$ cat config.mk
export PLATFORM = sky130hd
export DESIGN_NAME = ts_packet_sync_search
export DESIGN_NICKNAME = d
export VERILOG_FILES = /design/src/rtl/core/tsps_pkg.sv /design/src/rtl/core/tsps_front.sv /design/src/rtl/core/tsps_queue.sv /design/src/rtl/core/tsps_back.sv /design/src/rtl/core/ts_packet_sync_search.sv
export VERILOG_INCLUDE_DIRS = /design/src /design/src/rtl/core
export SDC_FILE = /design/constraint.sdc
export NUM_CORES = 1
export LEC_CHECK = 0
export BUFFER_PORTS_ARGS = -buffer_cell sky130_fd_sc_hd__buf_2
export CAP_MARGIN = 25
export CORE_MARGIN = 2
export CORE_UTILIZATION = 60
export DETAILED_ROUTE_END_ITERATION = 16
export GPL_ROUTABILITY_DRIVEN = 1
export PLACE_DENSITY = 0.83
export REMOVE_ABC_BUFFERS = 1
export SLEW_MARGIN = 20
export SYNTH_ARGS = -nofsm -noshare
export SYNTH_HDL_FRONTEND = slang
export SYNTH_SLANG_ARGS = --single-unit
export TNS_END_PERCENT = 20
$ cat constraint.sdc
create_clock -name clk_i -period 11.8 [get_ports clk_i]
set_clock_uncertainty 0.05 [all_clocks]
set_input_delay 0 -clock clk_i [delete_from_list [all_inputs] [get_ports clk_i]]
set_output_delay 0 -clock clk_i [all_outputs]
set_load 0.02 [all_outputs]
$ cat src/rtl/core/ts_packet_sync_search_defines.svh
// Assertion macros for the transport-stream sync search.
// Used by the top level; expects clk_i and rst_ni in scope.
`ifndef TS_PACKET_SYNC_SEARCH_DEFINES_SVH
`define TS_PACKET_SYNC_SEARCH_DEFINES_SVH

// Consequent must hold in the same cycle as the antecedent.
`define TSPS_ASSERT_NOW(lbl, ante, cons) \
  lbl: assert property (@(posedge clk_i) disable iff (!rst_ni) (ante) |-> (cons)) \
    else $error("ts_packet_sync_search: same-cycle check failed");

// Consequent must hold in the cycle after the antecedent.
`define TSPS_ASSERT_NEXT(lbl, ante, cons) \
  lbl: assert property (@(posedge clk_i) disable iff (!rst_ni) (ante) |=> (cons)) \
    else $error("ts_packet_sync_search: next-cycle check failed");

`endif

$ cat src/rtl/core/tsps_pkg.sv
// Shared types and constants for the transport-stream sync search.
// No dependencies.
`timescale 1ns / 1ps
`default_nettype none
package tsps_pkg;

  localparam int unsigned PacketBytesDef = 192;
  localparam int unsigned RunNeededDef   = 8;

  // phase index covers every packet length from 188 to 256
  localparam int unsigned PhaseW     = 8;
  localparam int unsigned CntW       = 4;
  localparam int unsigned PosW       = 32;
  localparam int unsigned QueueDepth = 2;

  localparam logic [7:0]      SyncByte = 8'h47;
  localparam logic [PosW-1:0] PosMax   = '1;
  localparam logic [CntW-1:0] CntMax   = '1;

  localparam logic StatusFound  = 1'b0;
  localparam logic StatusNoSync = 1'b1;

  typedef struct packed {
    logic              judge;
    logic              good;
    logic              first_lap;
    logic [PhaseW-1:0] phase;
    logic [PosW-1:0]   offset;
    logic              start;
    logic              last;
  } tsps_entry_t;

  typedef struct packed {
    logic full;
    logic empty;
  } tsps_q_status_t;

  typedef struct packed {
    logic res_fire;
    logic finished;
  } tsps_back_status_t;

endpackage
`default_nettype wire

$ cat src/rtl/core/tsps_front.sv
// Front end: tracks byte position, recent bytes and header phase, and
// classifies each request into a queue entry. Depends on tsps_pkg.
`timescale 1ns / 1ps
`default_nettype none
module tsps_front #(
  parameter int unsigned PACKET_BYTES = tsps_pkg::PacketBytesDef,
  parameter int unsigned RUN_NEEDED   = tsps_pkg::RunNeededDef
) (
  input  logic                 clk_i,
  input  logic                 rst_ni,
  input  logic                 accept_i,
  input  logic [7:0]           stream_byte_i,
  input  logic                 search_start_i,
  input  logic                 end_of_data_i,
  output tsps_pkg::tsps_entry_t entry_o
);
  import tsps_pkg::*;

  localparam logic [PosW-1:0]   RunBack   = PosW'((RUN_NEEDED - 1) * PACKET_BYTES + 3);
  localparam logic [PosW-1:0]   FirstHdr  = PosW'(3);
  localparam logic [PhaseW-1:0] PhaseLast = PhaseW'(PACKET_BYTES - 1);

  logic [PosW-1:0]   pos_q, pos_d, pos_eff;
  logic [23:0]       rec_q, rec_d, rec_eff;
  logic [PhaseW-1:0] phase_q, phase_d, phase_eff;
  logic              lap_q, lap_d, lap_eff;
  logic              judge, good;

  always_comb begin
    pos_eff   = search_start_i ? '0 : pos_q;
    rec_eff   = search_start_i ? '0 : rec_q;
    phase_eff = search_start_i ? '0 : phase_q;
    lap_eff   = search_start_i ? 1'b1 : lap_q;

    judge = (pos_eff >= FirstHdr) && (pos_eff != PosMax);
    good  = (rec_eff[23:16] == SyncByte) && (stream_byte_i[7:6] == 2'b00) &&
            (stream_byte_i[5:4] != 2'b00);

    pos_d   = pos_eff;
    rec_d   = rec_eff;
    phase_d = phase_eff;
    lap_d   = lap_eff;
    if (pos_eff != PosMax) begin
      pos_d = pos_eff + PosW'(1);
      rec_d = {rec_eff[15:0], stream_byte_i};
    end
    if (judge) begin
      phase_d = (phase_eff == PhaseLast) ? '0 : phase_eff + PhaseW'(1);
      lap_d   = lap_eff && (phase_eff != PhaseLast);
    end

    entry_o.judge     = judge;
    entry_o.good      = good;
    entry_o.first_lap = lap_eff;
    entry_o.phase     = phase_eff;
    entry_o.offset    = (pos_eff >= RunBack) ? pos_eff - RunBack : '0;
    entry_o.start     = search_start_i;
    entry_o.last      = end_of_data_i;
  end

  always_ff @(posedge clk_i or negedge rst_ni) begin
    if (!rst_ni) begin
      pos_q   <= '0;
      rec_q   <= '0;
      phase_q <= '0;
      lap_q   <= 1'b1;
    end else if (accept_i) begin
      pos_q   <= pos_d;
      rec_q   <= rec_d;
      phase_q <= phase_d;
      lap_q   <= lap_d;
    end
  end

endmodule
`default_nettype wire

$ cat src/rtl/core/tsps_queue.sv
// Two-entry queue between front and back end.
// Depends on tsps_pkg.
`timescale 1ns / 1ps
`default_nettype none
module tsps_queue (
  input  logic                     clk_i,
  input  logic                     rst_ni,
  input  logic                     push_i,
  input  tsps_pkg::tsps_entry_t    data_i,
  input  logic                     pop_i,
  output tsps_pkg::tsps_entry_t    data_o,
  output tsps_pkg::tsps_q_status_t status_o
);
  import tsps_pkg::*;

  localparam int unsigned PtrW = $clog2(QueueDepth);
  localparam int unsigned CntW = $clog2(QueueDepth + 1);

  tsps_entry_t       mem_q [QueueDepth];
  logic [PtrW-1:0]   wr_ptr_q, rd_ptr_q;
  logic [CntW-1:0]   cnt_q, cnt_d;

  assign data_o         = mem_q[rd_ptr_q];
  assign status_o.full  = (cnt_q == CntW'(QueueDepth));
  assign status_o.empty = (cnt_q == '0);

  always_comb begin
    cnt_d = cnt_q;
    if (push_i && !pop_i) begin
      cnt_d = cnt_q + CntW'(1);
    end else if (pop_i && !push_i) begin
      cnt_d = cnt_q - CntW'(1);
    end
  end

  always_ff @(posedge clk_i) begin
    if (push_i) begin
      mem_q[wr_ptr_q] <= data_i;
    end
  end

  always_ff @(posedge clk_i or negedge rst_ni) begin
    if (!rst_ni) begin
      wr_ptr_q <= '0;
      rd_ptr_q <= '0;
      cnt_q    <= '0;
    end else begin
      if (push_i) begin
        wr_ptr_q <= (wr_ptr_q == PtrW'(QueueDepth - 1)) ? '0 : wr_ptr_q + PtrW'(1);
      end
      if (pop_i) begin
        rd_ptr_q <= (rd_ptr_q == PtrW'(QueueDepth - 1)) ? '0 : rd_ptr_q + PtrW'(1);
      end
      cnt_q <= cnt_d;
    end
  end

endmodule
`default_nettype wire

$ cat src/rtl/core/tsps_back.sv
// Back end: per-phase run count memory, read stage, update and result register.
// Depends on tsps_pkg.
`timescale 1ns / 1ps
`default_nettype none
module tsps_back #(
  parameter int unsigned PACKET_BYTES = tsps_pkg::PacketBytesDef,
  parameter int unsigned RUN_NEEDED   = tsps_pkg::RunNeededDef
) (
  input  logic                        clk_i,
  input  logic                        rst_ni,
  input  tsps_pkg::tsps_entry_t       head_i,
  input  logic                        head_valid_i,
  output logic                        pop_o,
  output logic                        out_valid_o,
  input  logic                        out_stall_i,
  output logic                        status_o,
  output logic [tsps_pkg::PosW-1:0]   sync_offset_o,
  output tsps_pkg::tsps_back_status_t status_info_o
);
  import tsps_pkg::*;

  localparam logic [CntW-1:0] RunNeed = CntW'(RUN_NEEDED);

  logic [CntW-1:0] cnt_mem [PACKET_BYTES];

  tsps_entry_t     s1_q;
  logic            s1_v_q;
  logic [CntW-1:0] rd_q;
  logic            fin_q, fin_eff;
  logic            out_v_q, out_status_q;
  logic [PosW-1:0] out_off_q;

  logic            out_free, s1_fire, load, we, found, res_v;
  logic [CntW-1:0] cnt;

  always_comb begin
    out_free = !out_v_q || !out_stall_i;
    s1_fire  = s1_v_q && out_free;
    load     = head_valid_i && (!s1_v_q || s1_fire);
    fin_eff  = s1_q.start ? 1'b0 : fin_q;

    priority if (!s1_q.good) begin
      cnt = '0;
    end else if (s1_q.first_lap) begin
      cnt = CntW'(1);
    end else begin
      cnt = (rd_q == CntMax) ? CntMax : rd_q + CntW'(1);
    end

    we    = s1_fire && !fin_eff && s1_q.judge;
    found = s1_q.judge && (cnt >= RunNeed);
    res_v = !fin_eff && (found || s1_q.last);
  end

  assign pop_o = load;

  always_ff @(posedge clk_i) begin
    if (we) begin
      cnt_mem[s1_q.phase] <= cnt;
    end
    if (load) begin
      rd_q <= cnt_mem[head_i.phase];
      s1_q <= head_i;
    end
    if (s1_fire && res_v) begin
      out_status_q <= found ? StatusFound : StatusNoSync;
      out_off_q    <= found ? s1_q.offset : '0;
    end
  end

  always_ff @(posedge clk_i or negedge rst_ni) begin
    if (!rst_ni) begin
      s1_v_q  <= 1'b0;
      fin_q   <= 1'b0;
      out_v_q <= 1'b0;
    end else begin
      if (load) begin
        s1_v_q <= 1'b1;
      end else if (s1_fire) begin
        s1_v_q <= 1'b0;
      end
      if (s1_fire) begin
        fin_q <= fin_eff || res_v;
      end
      if (s1_fire && res_v) begin
        out_v_q <= 1'b1;
      end else if (!out_stall_i) begin
        out_v_q <= 1'b0;
      end
    end
  end

  assign out_valid_o            = out_v_q;
  assign status_o               = out_status_q;
  assign sync_offset_o          = out_off_q;
  assign status_info_o.res_fire = s1_fire && res_v;
  assign status_info_o.finished = fin_q;

endmodule
`default_nettype wire

$ cat src/rtl/core/ts_packet_sync_search.sv
// Top level of the transport-stream packet sync search.
// Instantiates tsps_front, tsps_queue and tsps_back; uses tsps_pkg and the defines header.
//
// Takes one stream byte per cycle, sustained, with no gaps of its own: the
// per-phase run count memory is read once and written once per byte, at
// different phases, so no byte waits on the one before it. A result is offered
// once the byte that causes it has passed the queue, the read stage and the
// result register. While the receiver stalls a waiting result, the back
// end holds, and the input stalls once the two-entry queue is full. The count
// memory needs no clearing pass after reset, as the first header of each phase
// writes its entry without using the old value that it reads.
`timescale 1ns / 1ps
`default_nettype none
`include "ts_packet_sync_search_defines.svh"
module ts_packet_sync_search #(
  parameter int unsigned PACKET_BYTES = tsps_pkg::PacketBytesDef,
  parameter int unsigned RUN_NEEDED   = tsps_pkg::RunNeededDef
) (
  input  logic                      clk_i,
  input  logic                      rst_ni,
  input  logic                      in_valid_i,
  output logic                      in_stall_o,
  input  logic [7:0]                stream_byte_i,
  input  logic                      search_start_i,
  input  logic                      end_of_data_i,
  output logic                      out_valid_o,
  input  logic                      out_stall_i,
  output logic                      status_o,
  output logic [tsps_pkg::PosW-1:0] sync_offset_o
);
  import tsps_pkg::*;

  tsps_entry_t       fe_entry, q_head;
  tsps_q_status_t    q_st;
  tsps_back_status_t bk_st;
  logic              accept, pop;

  assign in_stall_o = q_st.full;
  assign accept     = in_valid_i && !q_st.full;

  tsps_front #(
    .PACKET_BYTES(PACKET_BYTES),
    .RUN_NEEDED  (RUN_NEEDED)
  ) u_front (
    .clk_i          (clk_i),
    .rst_ni         (rst_ni),
    .accept_i       (accept),
    .stream_byte_i  (stream_byte_i),
    .search_start_i (search_start_i),
    .end_of_data_i  (end_of_data_i),
    .entry_o        (fe_entry)
  );

  tsps_queue u_queue (
    .clk_i    (clk_i),
    .rst_ni   (rst_ni),
    .push_i   (accept),
    .data_i   (fe_entry),
    .pop_i    (pop),
    .data_o   (q_head),
    .status_o (q_st)
  );

  tsps_back #(
    .PACKET_BYTES(PACKET_BYTES),
    .RUN_NEEDED  (RUN_NEEDED)
  ) u_back (
    .clk_i         (clk_i),
    .rst_ni        (rst_ni),
    .head_i        (q_head),
    .head_valid_i  (!q_st.empty),
    .pop_o         (pop),
    .out_valid_o   (out_valid_o),
    .out_stall_i   (out_stall_i),
    .status_o      (status_o),
    .sync_offset_o (sync_offset_o),
    .status_info_o (bk_st)
  );

  `TSPS_ASSERT_NOW(a_nosync_zero, out_valid_o && status_o == StatusNoSync, sync_offset_o == '0)
  `TSPS_ASSERT_NEXT(a_fin_after_result, bk_st.res_fire, bk_st.finished && out_valid_o)
  `TSPS_ASSERT_NOW(a_queue_bound, q_st.full, !q_st.empty)

endmodule
`default_nettype wire
Yosys cells after proc, flatten, opt, wreduce, memory -nomap -nowiden:

Memory sizes are Yosys's and may differ from the RTL's. A register that Yosys moved wholly into a read port is not among the register bits.
Cells that the tools add are included.

* memories: 2
* input bits: 14
* memory bits (writable): 858
* output and inout bits: 35
* bits in registers: 150
* word-level logic and storage cells: 97

* eq/ne operators: 7
* reduce and logical (&&, ||, !) cells: 31
* order comparisons: 3
* mux-type cells: 27
* add/subtract/negate cells: 8

Memory list
* u_back.cnt_mem: depth 192, width 4, rd ports 1, clocked after memory_dff 1, wr ports 1, RTL line tsps_back.sv:24 `logic [CntW-1:0] cnt_mem [PACKET_BYTES];`
* u_queue.mem_q: depth 2, width 45, rd ports 1, clocked after memory_dff 0, wr ports 1, RTL line tsps_queue.sv:19 `tsps_entry_t mem_q [QueueDepth];`

Operator list (number)
* $mux 32: 3
* $mux 24: 2
* $add 32x1->32 const B: 1
* $ge 32x11->1 const B: 1
* $ge 32x2->1 const B: 1
* $ne 32x32->1 const B: 1
* $sub 32x11->32 const B: 1
* $mux 8: 3
* $logic_and 1x1->1: 14
* $mux 1: 14
* $mux 4: 3
* $add 8x1->8 const B: 1
* $eq 8x7->1 const B: 1
* $eq 8x8->1 const B: 1
* $logic_not 1->1: 8
* $ne 8x8->1 const B: 1
* $reduce_bool 2->1: 3
* $add 4x1->4 const B: 1
* $eq 4x4->1 const B: 1
* $ge 4x4->1 const B: 1
* $logic_not 2->1: 2
* $logic_or 1x1->1: 4
* $mux 2: 2
* $add 1x1->1 const B: 2
* 4 further kinds: 4

Depth between registers and ports, before layout:

* depth after elaboration: 10
* gate-level depth with buffers: 16
* depth with buffers taken out: 10

Cells and area by module:

Synthesis repeated with hierarchy kept, for this count alone.

* cell total of the unflattened synthesis: 2497
* area, all modules: 41911.4 um^2

By module, submodules not included
* tsps_back: times used 1, sequential area each 25599.6 um^2, cells each 1782, area each 33597.2 um^2
* tsps_front: times used 1, sequential area each 1627.8 um^2, cells each 557, area each 4663.2 um^2
* tsps_queue: times used 1, sequential area each 2802.7 um^2, cells each 156, area each 3633.5 um^2
* ts_packet_sync_search: times used 1, sequential area each 0.0 um^2, cells each 2, area each 17.5 um^2

Least setup slack after synthesis:

OpenSTA, ideal clock, no wires.

* path type: reg-to-reg
* start point: reg u_back.rd_q[0], read port of u_back.cnt_mem
* end point: mem u_back.cnt_mem[0][2] (data pin)
* setup slack: 2.170 ns
* required time: 10.127 ns
* setup time: 1.623 ns
* period minus slack after synthesis: 9.630 ns
* cell stages (with the launch flop): 5
* path buffers: 0
* data arrival time: 7.957 ns
* cell sequence: edfxtp_1 ha_1 nand2_1 nor2_1 nor3_1

* word-level cells in the longest chain between the ends: 4
* elaborated cells on any way between the ends: 5
* classes of those cells: add/sub (1); eq/ne (1); mux (3)

Ends and longest elaborated chain
* from (decl): RTL line tsps_back.sv:28 `logic [CntW-1:0] rd_q;`
* $add 4x1->4 or $eq 4x4->1 (tied branches): RTL line tsps_back.sv:47 `cnt = (rd_q == CntMax) ? CntMax : rd_q + CntW'(1);`
* $mux 4 *: RTL line tsps_back.sv:47
* $mux 4 *: RTL line tsps_back.sv:44 `end else if (s1_q.first_lap) begin`
* $mux 4 *: RTL line tsps_back.sv:42 `priority if (!s1_q.good) begin`
* via u_back.cnt[2]: RTL line tsps_back.sv:34 `logic [CntW-1:0] cnt;`
* to (decl): RTL line tsps_back.sv:24

The timed path passes the listed nets; every way through them passes the cells marked *.

Worst setup path after layout:

* start point: reg u_queue.rd_ptr_q
* end point: reg u_back.rd_q[0], read port of u_back.cnt_mem (data pin)

* word-level cells in the longest chain between the ends: 1

Ends and longest elaborated chain
* from (decl): RTL line tsps_queue.sv:20 `logic [PtrW-1:0] wr_ptr_q, rd_ptr_q;`
* from (signal assigned): RTL line tsps_queue.sv:52 `rd_ptr_q <= (rd_ptr_q == PtrW'(QueueDepth - 1)) ? '0 : rd_ptr_q + PtrW'(1);`
* $mem_v2 2x45

No other way between the ends.
A chain may end at the register's enable or synchronous reset.

==> results by group <==
Setup path
  • CP arrival: 5.67 ns
  • Worst r2r src: u_queue.rd_ptr_q
  • Reg-to-reg slack, setup: 6.45 ns
  • CP endpoint kind: flop
  • FF-to-FF End: u_back.rd_q[0]
  • R2r worst-path depth: 12
  • Critical path required time: 12.12 ns
  • CP max FO: 97
  • Setup CP Type: flop to flop
  • Setup crit start kind: flop

GRT
  • Vias in the first global route: 26,100
  • Remaining Overflow, GRT: 0
  • Largest net degree at the start of global routing: 154
  • Antenna violations before repair: 1
  • All-Layer GR Usage: 27.8%
  • Global-route wire length before repair: 152,000 um

Floorplanning
  • CORE AREA: 0.0689 mm^2
  • Die height: 268 um
  • Die Width: 268 um
  • FP Rows: 96
  • Die footprint: 0.0721 mm^2
  • Initial Util: 60.9%
  • IO Pins: 49

Routing
  • Post-route ant nets: 0
  • Vias: 26,500
  • Via/cell ratio: 6.48
  • Wirelength per Cell: 24.4 um
  • DRC violations left: 0
  • Final WL: 100,000 um
  • TritonRoute pass-1 iters: 8
  • DRT iter0 DRCs: 3,850

Synthesis
  • Predominant post-synthesis flop cell: edfxtp_1
  • Post-Syn Area: 0.0420 mm^2
  • EDFF count, synth: 940
  • Synthesized flop and latch total: 1,012
  • Synth Warn #: 0
  • Netlist cell types: 70
  • Post-Syn Area per Cell: 13.7 um^2
  • Post-synthesis cell count: 3,072
  • Async S/R FF share, synth: 7.11%
  • Register area share after synthesis: 71.6%

Timing
  • Setup violations, final: 0
  • Max Clk Rate: 187 MHz
  • Max Transition Viols Final: 0
  • Hold Fails Final Rpt: 0
  • Fin Setup TNS: 0 ns
  • Worst-Margin Slew: 1.11 ns
  • Slew HR: 26.2%
  • RSZ-0062 raised after global routing: false
  • Final worst path period share: 45.3%
  • Minimum clock period: 5.35 ns
  • Worst hold margin: 0.0401 ns

Final layout
  • Share of cells above drive strength 1: 11.0%
  • Ant. Diodes: 0
  • Final Instance Area: 0.0464 mm^2
  • Nets: 3,098
  • Syn-to-layout area delta: 10.6%
  • Util after Layout: 67.3%

Hold path
  • Cell count of the worst hold path: 2
  • HP Start: end_of_data_i
  • Worst Hold End: u_queue.mem_q[0][0]
  • Hold crit path type: input pin to flop

Placed design
  • Port Buf Inserts: 48
  • Post-Place Cell Area: 0.0429 mm^2
  • RePlAce Congestion: 0.905
  • Detailed Place HPWL: 57,100 um

Power and ir drop
  • Leakage: 16.1 nW
  • PwrDens: 232 mW/mm^2
  • Pwr Total: 10.8 mW
  • Peak VDD IR: 0.184 mV

Clock network
  • Root buf cell: clkbuf_16
  • TritonCTS clock tree: yes
  • Clock tree sinks: 1,012
  • CTS buffer count: 99
  • Worst-path clk slew: 0.07 ns
  • Htree depth: 3
  • CTS Buffer Depth: 3
  • Worst-skew pair later-pin latency: 0.67 ns

Flow run
  • Max-Cap Viols: 0

Run status
  • Status: finished clean
## sequential cells by signal, summed over array words and instances, names as in the netlist, 2 cells and up
register / flops
u_back.s1_q: 45
u_back.sync_offset_o: 32
u_queue.cnt_q: 2
u_back.rd_q: 4
u_back.cnt_mem: 768
u_front.phase_q: 8
u_queue.mem_q: 90
u_front.pos_q: 32
u_front.rec_q: 24
## synthesized netlist by cell type (23+ instances only)
master    instances  area [um^2]
edfxtp_1        940        28200
nand2_1         560         2100
nor2_1          248          931
mux2i_1         180         1800
nand3_1         145          726
clkbuf_1        107          402
a21oi_1          93          465
and3_1           81          507
dfrtp_1          71         1780
buf_2            69          345
o21ai_0          49          245
mux2_2           40          450
o22ai_1          40          250
a311oi_1         35          307
xnor2_1          32          280
nor3_1           30          150
a31oi_1          28          175
nor2b_1          28          175
o221ai_1         28          245
mux4_2           23          518
## placed cells by master, fill, tap and decap left out, types with 9 or more instances in the layout
master           n
o22ai_1         40
mux4_2          23
a31oi_1         27
a21oi_1         91
clkinvlp_4      12
o221ai_1        28
nor2b_1         27
nor2_1         247
clkinv_1        14
nand2_1        560
a2111oi_0       10
nor4_1          17
nor3_1          28
bufinv_16        9
buf_4           45
clkinv_2        20
edfxtp_1       940
clkbuf_1        15
nand4_1         12
and3_1          80
a22oi_1         12
o21ai_0         49
xnor2_1         32
inv_1           19
dfrtp_1         70
o311ai_0        16
mux2i_1        177
buf_2           48
nand3_1        144
xor2_1          17
a211oi_1        17
a311oi_1        35
clkbuf_16      100
mux2_2          40
dlygate4sd3_1   14
## metrics by stage
step / worst slack, ns / cells
after global routing: 6.29 / 4093
after CTS: 6.56 / 4087
after detailed placement: 6.67 / 3891
after floorplan: 0.0782 / 2866
final: 6.45 / 4093
after global placement: 6.80 / 3891
## logic make-up (layout without fill, tap and decap cells)
kind of cell / Yosys count / in the layout / synth area share, %
simple gates: 1157 / 1157 / 12.0
flops: 1012 / 1012 / 71.6
compound gates: 375 / 375 / 6.04
mux: 245 / 245 / 6.71
buf+inv: 230 / 320 / 2.50
xor+xnor: 49 / 49 / 1.02
fa+ha+maj: 4 / 4 / 0.119
## worst max-delay path, stage by stage (launching register included)
cell and delay, ns:
dfrtp_2 0.40, buf_4 0.64, mux2i_4 0.33, buf_4 0.71
inv_8 0.34, buf_16 0.38, buf_4 0.49, nand2_1 0.21
nand3_1 0.10, a31oi_1 0.47, nor4_1 0.16, o32ai_1 0.51
o31ai_1 0.12
## report_power, final
part           leakage [nW]  internal (mW)  total (mW)  switching [mW]
Sequential             9.66           4.38        4.54           0.153
Clock                  1.56           1.78        3.13            1.35
Combinational          4.83          0.931        3.09            2.16
Total                  16.1           7.10        10.8            3.66
## per-layer routing
layer	GRT usage (%)	wire length, um
met1	36.9	36700
met5	0	11
met3	6.25	11300
met2	45.0	48000
met4	11.3	4040
## final cells by class
| class | count | area (um^2) |
|---|---|---|
| Clock inverter | 65 | 642 |
| Fill cell | 4495 | 22600 |
| Inverter | 24 | 108 |
| Tap cell | 931 | 1160 |
| Timing Repair Buffer | 113 | 847 |
| Multi-Input combinational cell | 1830 | 11000 |
| Clock buffer | 118 | 2600 |
| Sequential cell | 1012 | 30000 |
## worst max-delay path by stage
stage	startpoint	endpoint	slack, ns	cells after the start
final	u_queue.rd_ptr_q	u_back.rd_q[0]	6.45	12
after global routing	u_queue.rd_ptr_q	u_back.rd_q[0]	6.29	12
after global placement	u_queue.rd_ptr_q	u_back.rd_q[2]	6.80	11
after detailed placement	u_queue.rd_ptr_q	u_back.rd_q[2]	6.67	11
after CTS	u_queue.rd_ptr_q	u_back.rd_q[1]	6.56	12
after floorplan	u_back.rd_q[0]	u_back.status_o	0.08	6
## repair_timing
item	CTS	global route
buffers inserted	0	0
setup endpoints to repair	0	0
hold buffers	13	1
hold endpoints to repair	96	35
resized for setup	0	0
Note: power is estimated with default switching activity, not from simulation.
